`config.mk`:
```
export PLATFORM = sky130hd
export DESIGN_NAME = radix_integer_to_ascii_unit_flat
export DESIGN_NICKNAME = d
export VERILOG_FILES = /design/src/rtl/core/rita_pkg.sv /design/src/rtl/core/rita_if.sv /design/src/rtl/core/radix_integer_to_ascii_unit.sv /design/src/flat_wrapper.sv
export SDC_FILE = /design/constraint.sdc
export NUM_CORES = 1
export LEC_CHECK = 0
export BUFFER_PORTS_ARGS = -buffer_cell sky130_fd_sc_hd__clkbuf_2
export CAP_MARGIN = 20
export CELL_PAD_IN_SITES_DETAIL_PLACEMENT = 1
export CELL_PAD_IN_SITES_GLOBAL_PLACEMENT = 2
export CORE_AREA = 3 3 185 187
export DETAILED_ROUTE_END_ITERATION = 8
export DIE_AREA = 0 0 188 190
export PLACE_DENSITY_LB_ADDON = 0.1
export SETUP_SLACK_MARGIN = 0.3
export SYNTH_ARGS = -nofsm -noshare
export SYNTH_HDL_FRONTEND = slang
export SYNTH_SLANG_ARGS = --single-unit
```
`constraint.sdc`:
```
create_clock -name i_clk -period 4.9 [get_ports i_clk]
set_input_delay 0 -clock i_clk [delete_from_list [all_inputs] [get_ports i_clk]]
set_output_delay 0 -clock i_clk [all_outputs]
set_load 0.005 [all_outputs]
```
`src/rtl/core/rita_pkg.sv`:
```
// shared constants and helpers of the radix integer to ascii unit
`default_nettype none

package rita_pkg;

    // default sizes
    localparam int VALUE_BITS_DEF = 32;
    localparam int MAX_DIGITS_DEF = 32;

    // fixed field widths
    localparam int RADIX_BITS       = 5;
    localparam int WIDTH_FIELD_BITS = 6;
    localparam int CHAR_BITS        = 8;
    localparam int DIGIT_BITS       = 4;

    // supported bases
    localparam logic [RADIX_BITS-1:0] RADIX_MIN = 5'd2;
    localparam logic [RADIX_BITS-1:0] RADIX_MAX = 5'd16;

    // character codes
    localparam logic [CHAR_BITS-1:0] CHAR_ZERO  = 8'h30;
    localparam logic [CHAR_BITS-1:0] CHAR_A     = 8'h61;
    localparam logic [CHAR_BITS-1:0] CHAR_MINUS = 8'h2d;
    localparam logic [CHAR_BITS-1:0] CHAR_NONE  = 8'h00;
    localparam logic [DIGIT_BITS-1:0] DIGIT_TEN = 4'ha;

    // digit value to lowercase ascii
    function automatic logic [CHAR_BITS-1:0] digit_to_ascii(input logic [DIGIT_BITS-1:0] d);
        logic [CHAR_BITS-1:0] ext;
        ext = {{(CHAR_BITS-DIGIT_BITS){1'b0}}, d};
        if (d < DIGIT_TEN) begin
            return CHAR_ZERO + ext;
        end else begin
            return CHAR_A + (ext - {{(CHAR_BITS-DIGIT_BITS){1'b0}}, DIGIT_TEN});
        end
    endfunction

endpackage

`default_nettype wire

```
`src/rtl/core/rita_if.sv`:
```
// request and character channel interfaces of the radix integer to ascii unit
`default_nettype none

interface rita_req_if #(
    parameter int VALUE_BITS = rita_pkg::VALUE_BITS_DEF
);
    logic                                  valid;
    logic                                  ready;
    logic [VALUE_BITS-1:0]                 number;
    logic                                  is_signed;
    logic [rita_pkg::RADIX_BITS-1:0]       radix;
    logic [rita_pkg::WIDTH_FIELD_BITS-1:0] min_width;

    modport source (output valid, number, is_signed, radix, min_width, input ready);
    modport sink   (input valid, number, is_signed, radix, min_width, output ready);
endinterface

interface rita_chr_if;
    logic                           valid;
    logic                           ready;
    logic [rita_pkg::CHAR_BITS-1:0] character;
    logic                           char_valid;
    logic                           last;

    modport source (output valid, character, char_valid, last, input ready);
    modport sink   (input valid, character, char_valid, last, output ready);
endinterface

`default_nettype wire

```
`src/rtl/core/radix_integer_to_ascii_unit.sv`:
```
// top level: converts an integer request into a stream of ascii characters
//
// usage
//  - i_req carries one request: number, is_signed, radix (2..16, clamped) and
//    min_width (0..63, clamped to MAX_DIGITS); ready is high only while idle
//  - o_chr carries the characters, most significant digit first, a leading
//    minus for a negative signed number, last set on the final character;
//    zero with width zero gives one result with char_valid low and last high
//  - the request is taken, then one division pass over the VALUE_BITS bits
//    runs for each significant digit (one restoring division step per cycle
//    through the value shift register), then one character per cycle when
//    not stalled
//  - the next request may be taken while the final character still waits in
//    the output register
//  - a stalled receiver holds the output register and stops the emit walk
//  - reset is synchronous, active low, and returns to idle with no output
//    pending; the digit store is not cleared, it is always written before use
`default_nettype none

module radix_integer_to_ascii_unit #(
    parameter int VALUE_BITS = rita_pkg::VALUE_BITS_DEF,
    parameter int MAX_DIGITS = rita_pkg::MAX_DIGITS_DEF
) (
    input  wire         i_clk,
    input  wire         i_rst_n,
    rita_req_if.sink    i_req,
    rita_chr_if.source  o_chr
);

    localparam int CNT_W   = $clog2(MAX_DIGITS + 1);      // digit counts up to MAX_DIGITS
    localparam int IDX_W   = $clog2(MAX_DIGITS);          // digit store address
    localparam int BIT_W   = $clog2(VALUE_BITS);          // bit position within a pass
    localparam int CLAMP_W = rita_pkg::WIDTH_FIELD_BITS + 1;
    localparam int DB      = rita_pkg::DIGIT_BITS;
    localparam int RB      = rita_pkg::RADIX_BITS;
    localparam int CB      = rita_pkg::CHAR_BITS;

    localparam logic [BIT_W-1:0]   LAST_BIT   = BIT_W'(VALUE_BITS - 1);
    localparam logic [CNT_W-1:0]   MAX_CNT    = CNT_W'(MAX_DIGITS);
    localparam logic [CLAMP_W-1:0] MAX_CLAMP  = CLAMP_W'(MAX_DIGITS);

    typedef enum logic [1:0] {
        ST_IDLE,
        ST_DIV,
        ST_EMIT
    } t_state;

    // control
    t_state              r_state,      n_state;
    logic                r_out_valid,  n_out_valid;
    // datapath
    logic [VALUE_BITS-1:0] r_value,    n_value;     // dividend shifting out, quotient shifting in
    logic [DB-1:0]       r_rem,        n_rem;       // partial remainder, always below radix
    logic [BIT_W-1:0]    r_bit_cnt,    n_bit_cnt;
    logic [CNT_W-1:0]    r_count,      n_count;     // significant digits found
    logic [CNT_W-1:0]    r_width,      n_width;     // clamped minimum width
    logic [CNT_W-1:0]    r_pos,        n_pos;       // digit position still to emit
    logic [RB-1:0]       r_radix,      n_radix;
    logic                r_sign,       n_sign;      // minus still to emit
    logic                r_empty,      n_empty;     // zero with width zero
    logic [CB-1:0]       r_char,       n_char;
    logic                r_char_valid, n_char_valid;
    logic                r_last,       n_last;

    // digit store, least significant digit first
    logic [DB-1:0]       r_digit_store [MAX_DIGITS];
    // stored digit at the current emit position
    logic [DB-1:0]       r_emit_digit;
    logic [IDX_W-1:0]    rd_addr;

    // one restoring division step
    logic [DB:0]         trial;
    logic                quo_bit;
    logic [DB-1:0]       rem_next;
    logic                store_we;

    // request decode
    logic                req_neg;
    logic [VALUE_BITS-1:0] req_mag;
    logic [CLAMP_W-1:0]  width_ext;
    logic [CLAMP_W-1:0]  width_clamp;

    // emit read
    logic [CNT_W-1:0]    pos_m1;
    logic [DB-1:0]       emit_digit;

    assign i_req.ready      = (r_state == ST_IDLE);
    assign o_chr.valid      = r_out_valid;
    assign o_chr.character  = r_char;
    assign o_chr.char_valid = r_char_valid;
    assign o_chr.last       = r_last;

    // store address of the digit emitted from the next cycle on
    assign rd_addr = IDX_W'(n_pos - 1'b1);

    always_comb begin
        trial    = {r_rem, r_value[VALUE_BITS-1]};
        quo_bit  = (trial >= r_radix);
        rem_next = quo_bit ? DB'(trial - r_radix) : trial[DB-1:0];

        req_neg     = i_req.is_signed & i_req.number[VALUE_BITS-1];
        req_mag     = req_neg ? VALUE_BITS'(~i_req.number + 1'b1) : i_req.number;
        width_ext   = {1'b0, i_req.min_width};
        width_clamp = (width_ext > MAX_CLAMP) ? MAX_CLAMP : width_ext;

        pos_m1     = r_pos - 1'b1;
        // padding zeros above the significant digits
        emit_digit = (r_pos > r_count) ? '0 : r_emit_digit;
    end

    always_comb begin
        n_state      = r_state;
        n_out_valid  = r_out_valid;
        n_value      = r_value;
        n_rem        = r_rem;
        n_bit_cnt    = r_bit_cnt;
        n_count      = r_count;
        n_width      = r_width;
        n_pos        = r_pos;
        n_radix      = r_radix;
        n_sign       = r_sign;
        n_empty      = r_empty;
        n_char       = r_char;
        n_char_valid = r_char_valid;
        n_last       = r_last;
        store_we     = 1'b0;

        // receiver took the pending character
        if (r_out_valid && o_chr.ready) begin
            n_out_valid = 1'b0;
        end

        unique case (r_state)
            ST_IDLE: begin
                if (i_req.valid) begin
                    n_value   = req_mag;
                    n_rem     = '0;
                    n_bit_cnt = '0;
                    n_count   = '0;
                    n_width   = CNT_W'(width_clamp);
                    n_sign    = req_neg;
                    n_empty   = (req_mag == '0) && (width_clamp == '0);
                    if (i_req.radix < rita_pkg::RADIX_MIN) begin
                        n_radix = rita_pkg::RADIX_MIN;
                    end else if (i_req.radix > rita_pkg::RADIX_MAX) begin
                        n_radix = rita_pkg::RADIX_MAX;
                    end else begin
                        n_radix = i_req.radix;
                    end
                    // zero magnitude has no significant digits, only padding
                    if (req_mag == '0) begin
                        n_pos   = CNT_W'(width_clamp);
                        n_state = ST_EMIT;
                    end else begin
                        n_state = ST_DIV;
                    end
                end
            end

            ST_DIV: begin
                n_value   = {r_value[VALUE_BITS-2:0], quo_bit};
                n_rem     = rem_next;
                n_bit_cnt = r_bit_cnt + 1'b1;
                if (r_bit_cnt == LAST_BIT) begin
                    // pass done: remainder is the next digit, value holds the quotient
                    n_bit_cnt = '0;
                    n_rem     = '0;
                    if (r_count < MAX_CNT) begin
                        store_we = 1'b1;
                        n_count  = r_count + 1'b1;
                    end
                    if (n_value == '0) begin
                        n_pos   = (r_width > n_count) ? r_width : n_count;
                        n_state = ST_EMIT;
                    end
                end
            end

            ST_EMIT: begin
                if (!r_out_valid || o_chr.ready) begin
                    n_out_valid = 1'b1;
                    if (r_empty) begin
                        n_char       = rita_pkg::CHAR_NONE;
                        n_char_valid = 1'b0;
                        n_last       = 1'b1;
                        n_state      = ST_IDLE;
                    end else if (r_sign) begin
                        n_char       = rita_pkg::CHAR_MINUS;
                        n_char_valid = 1'b1;
                        n_last       = (r_pos == '0);
                        n_sign       = 1'b0;
                        if (r_pos == '0) begin
                            n_state = ST_IDLE;
                        end
                    end else begin
                        n_char       = rita_pkg::digit_to_ascii(emit_digit);
                        n_char_valid = 1'b1;
                        n_last       = (r_pos == CNT_W'(1));
                        n_pos        = pos_m1;
                        if (r_pos == CNT_W'(1)) begin
                            n_state = ST_IDLE;
                        end
                    end
                end
            end

            default: begin
                n_state = ST_IDLE;
            end
        endcase
    end

    always_ff @(posedge i_clk) begin
        r_value      <= n_value;
        r_rem        <= n_rem;
        r_bit_cnt    <= n_bit_cnt;
        r_count      <= n_count;
        r_width      <= n_width;
        r_pos        <= n_pos;
        r_radix      <= n_radix;
        r_sign       <= n_sign;
        r_empty      <= n_empty;
        r_char       <= n_char;
        r_char_valid <= n_char_valid;
        r_last       <= n_last;
        if (!i_rst_n) begin
            r_state     <= ST_IDLE;
            r_out_valid <= 1'b0;
        end else begin
            r_state     <= n_state;
            r_out_valid <= n_out_valid;
        end
    end

    // digit store write, one digit per division pass, and registered read
    // of the digit at the next emit position, bypassing a same-cycle write
    always_ff @(posedge i_clk) begin
        if (store_we) begin
            r_digit_store[r_count[IDX_W-1:0]] <= rem_next;
        end
        if (store_we && (rd_addr == r_count[IDX_W-1:0])) begin
            r_emit_digit <= rem_next;
        end else begin
            r_emit_digit <= r_digit_store[rd_addr];
        end
    end

endmodule

`default_nettype wire

```
`src/flat_wrapper.sv`:
```
// flat-port wrapper written by rule: the top's interface ports become plain ports
module radix_integer_to_ascii_unit_flat 
#(
    parameter int VALUE_BITS = rita_pkg::VALUE_BITS_DEF,
    parameter int MAX_DIGITS = rita_pkg::MAX_DIGITS_DEF
)
  (i_clk, i_rst_n, i_req_valid, i_req_number, i_req_is_signed, i_req_radix, i_req_min_width, i_req_ready, o_chr_valid, o_chr_character, o_chr_char_valid, o_chr_last, o_chr_ready);
  rita_req_if #(.VALUE_BITS(VALUE_BITS)) i_req_i ();
  rita_chr_if o_chr_i ();
  input  wire i_clk;
  input  wire i_rst_n;
  input wire logic [$bits(i_req_i.valid)-1:0] i_req_valid;
  input wire logic [$bits(i_req_i.number)-1:0] i_req_number;
  input wire logic [$bits(i_req_i.is_signed)-1:0] i_req_is_signed;
  input wire logic [$bits(i_req_i.radix)-1:0] i_req_radix;
  input wire logic [$bits(i_req_i.min_width)-1:0] i_req_min_width;
  output wire logic [$bits(i_req_i.ready)-1:0] i_req_ready;
  output wire logic [$bits(o_chr_i.valid)-1:0] o_chr_valid;
  output wire logic [$bits(o_chr_i.character)-1:0] o_chr_character;
  output wire logic [$bits(o_chr_i.char_valid)-1:0] o_chr_char_valid;
  output wire logic [$bits(o_chr_i.last)-1:0] o_chr_last;
  input wire logic [$bits(o_chr_i.ready)-1:0] o_chr_ready;
  assign i_req_i.valid = i_req_valid;
  assign i_req_i.number = i_req_number;
  assign i_req_i.is_signed = i_req_is_signed;
  assign i_req_i.radix = i_req_radix;
  assign i_req_i.min_width = i_req_min_width;
  assign i_req_ready = i_req_i.ready;
  assign o_chr_valid = o_chr_i.valid;
  assign o_chr_character = o_chr_i.character;
  assign o_chr_char_valid = o_chr_i.char_valid;
  assign o_chr_last = o_chr_i.last;
  assign o_chr_i.ready = o_chr_ready;
  radix_integer_to_ascii_unit #(.VALUE_BITS(VALUE_BITS), .MAX_DIGITS(MAX_DIGITS)) u_core (.i_clk(i_clk), .i_rst_n(i_rst_n), .i_req(i_req_i), .o_chr(o_chr_i));
endmodule
```
==> results.py <==
metrics = {
    "die": {
        "dieWidth_um": 188,
        "rows": 66,
        "core_area_mm2": 0.0326,
        "initial_utilization_pct": 35.1,
        "io_pins": 60,
        "die-height_um": 190,
        "dieArea_mm2": 0.0357,
    },
    "grt": {
        "grt.overflow.total": 0,
        "grtUsageTotal_pct": 17.6,
        "grt_max_degree": 42,
        "antenna_found_initial": 0,
        "first_global_vias": 7888,
        "grt_pass1_wl_um": 49000,
    },
    "clocking": {
        "cts.htree.levels": 1,
        "cts_buffers": 24,
        "cts_setup_buffers": 0,
        "clk_pin_slew_ps": 60,
        "tritoncts": "done",
        "cts.sinks": 211,
        "insertion_delay_ps": 540,
        "cts_root_buf": "clkbuf_16",
        "cts_resized": 0,
        "cts_buffer_depth": 3,
    },
    "routing": {
        "drt_iter0_drc": 453,
        "drc": 0,
        "top_layer": "met4",
        "wl_met2_um": 13600,
        "wl_um": 31200,
        "vias_per_cell": 5.25,
        "ant_nets": 0,
        "firstDrtPassIters": 5,
        "vias": 7540,
        "avgRoutedWirePerCell_um": 21.7,
        "wl_met3_um": 1200,
        "drt-met1-wl_um": 16100,
    },
    "critical_path": {
        "arrival_ps": 4470,
        "crit_fanout": 9,
        "worstPathRequired_ps": 5340,
        "end_kind": "flop",
        "worstSetupPathType": "reg2reg",
        "critPathLaunchType": "flop",
    },
    "timing": {
        "setup_slack_ps": 869,
        "finalSetupViolations": 0,
        "hold_ws_ps": 15.4,
        "final.setup_skew_ps": 33.2,
        "post-route-period-util_pct": 82.3,
        "min_period_ps": 4030,
        "final.setup.tns_ps": 0,
        "worst_pin_slew_ps": 994,
        "hold_viol": 0,
        "max_freq_ghz": 0.248,
        "rsz0062_at_grt": "false",
        "slew_headroom_pct": 33.1,
        "drv_slew": 0,
    },
    "pwr": {
        "power.clock.fraction_pct": 30.1,
        "peakVddDrop_uv": 230,
        "p_int_mw": 4.17,
        "leakage_nw": 4.42,
        "p_sw_share_pct": 31.4,
        "p_sw_mw": 1.91,
        "powerDensity_mw_per_mm2": 467,
        "combPwrFrac_pct": 29.4,
        "seqPwrFrac_pct": 40.5,
    },
    "finish": {
        "fillers": 3485,
        "antennaDiodeCount": 0,
        "drive_gt1_share_pct": 18.5,
        "syn_to_final_growth_pct": 13.6,
        "fin_util_pct": 39.9,
        "nets": 1056,
    },
    "place": {
        "dp_slack_ps": 987,
        "gp_congestion": 0.850,
        "dp_hpwl_um": 22700,
        "io_buffers": 58,
    },
    "synth": {
        "synth_top_area_share_pct": 51.9,
        "synth_common_cells": "edfxtp_1, nor2_1, nand2_1, mux4_2, o21ai_0",
        "synthCells": 924,
        "seq_area_frac_synth_pct": 54.2,
        "syn-num-nets": 1003,
        "synth-edff-count": 198,
        "yosys.area.top_type": "edfxtp_1",
        "netlist_area_mm2": 0.0114,
        "yosys_register_bits": 211,
        "syn_area_per_cell_um2": 12.4,
        "synth_area_leaders": "edfxtp_1, mux4_2, nor2_1, ha_1, dfxtp_1",
        "ys_warn_count": 0,
        "synth_ff_type": "edfxtp_1",
        "async_reset_ff_share_pct": 0,
        "synth_cell_types": 91,
        "synth_most_common_cell": "edfxtp_1",
    },
    "job": {
        "drv_cap": 0,
    },
    "hold_path": {
        "hold_path.class": "in2reg",
    },
    "outcome": {
        "status": "completed",
    },
}
==> what timing repair did <==
item	4_1_cts	5_1_grt
hold buffers	18	0
endpoints found under the setup margin	0	0
endpoints found under the hold margin	19	0
==> worst paths after layout <==
path	start	cells past startpoint	to	slack, ps
worst max register to register	u_core.r_count[0]	14	flop	870
worst min register to register	u_core.r_value[3]	2	u_core.r_value[4]	560
worst min-delay path	i_req_number[26]	3	u_core.r_value[26]	20
worst max-delay path	u_core.r_count[0]	14	flop	870
==> metal layers <==
layer,GRT usage [%],vias to the layer above
li1,-,3605
met1,27.3,3771
met5,0,-
met4,3.06,0
met3,2.28,26
met2,26.6,138
==> state kept, by name, summed over array words and instances, names as in the netlist, 5 cells and up, named ones only <==
| name | count |
|---|---|
| u_core.r_digit_store | 128 |
| u_core.r_value | 32 |
| u_core.o_chr.character | 7 |
| u_core.r_count | 6 |
| u_core.r_pos | 6 |
| u_core.r_width | 6 |
| u_core.r_bit_cnt | 5 |
| u_core.r_radix | 5 |
==> final cells by class <==
cell class,instances,area [µm²],area share [%]
clock inverter,17,199,1.53
multi-input combinational,617,4740,36.4
tap,442,553,4.25
sequential,211,6210,47.7
timing repair buffer,87,566,4.35
inverter,36,135,1.04
clock buffer,26,608,4.68
==> power groups by stage <==
stage               Combinational [mW]  Sequential, mW  Clock, mW
finish                            1.79            2.46       1.83
global route                      1.99            2.48       1.95
CTS                               1.82            2.47       1.89
detailed placement                1.79            2.50          0
global placement                  1.79            2.50          0
floorplan                         1.33            2.40          0
==> through the flow <==
step | power [mW] | cell area (µm²) | instances
2_1_floorplan | 3.72 | 11400 | 924
3_3_place_gp | 4.29 | 12000 | 1375
3_5_place_dp | 4.30 | 12000 | 1375
4_1_cts | 6.17 | 13000 | 1436
5_1_grt | 6.43 | 13000 | 1436
6_report | 6.08 | 13000 | 1436
==> cells by family after synthesis <==
family          count (synthesis)  synth area share [%]
simple gates                  327                  15.5
flops                         211                  54.2
compound gates                155                  9.08
buf+inv                        96                  4.69
xor+xnor                       52                  4.16
mux                            50                  8.79
fa+ha+maj                      32                  3.54
other cells                     1                0.0328
==> critical path: stages (launching register included) <==
cell and delay (ps):
edfxtp_1 510, ha_1 270, nor2b_1 150, xnor2_1 410
ha_1 220, inv_1 40, maj3_1 330, o21ai_0 310
o21ai_1 290, o21ai_0 290, o221ai_1 240, a21oi_1 240
ha_1 230, nor3b_1 260, xor2_1 160
==> layout by cell type (no fill, tap or decap), types with 17 or more instances in the layout <==
cell	Yosys	final
clkbuf_16	0	24
nand2b_1	17	17
ha_1	30	30
nor3_1	20	20
edfxtp_1	198	198
inv_1	36	36
mux4_2	40	40
xor2_1	21	21
nand2_1	54	54
nor2_1	107	106
a21oi_1	36	33
o21ai_0	39	38
clkbuf_2	0	58
dlygate4sd3_1	0	18
xnor2_1	29	29
Power figures use the tool's default switching activity.
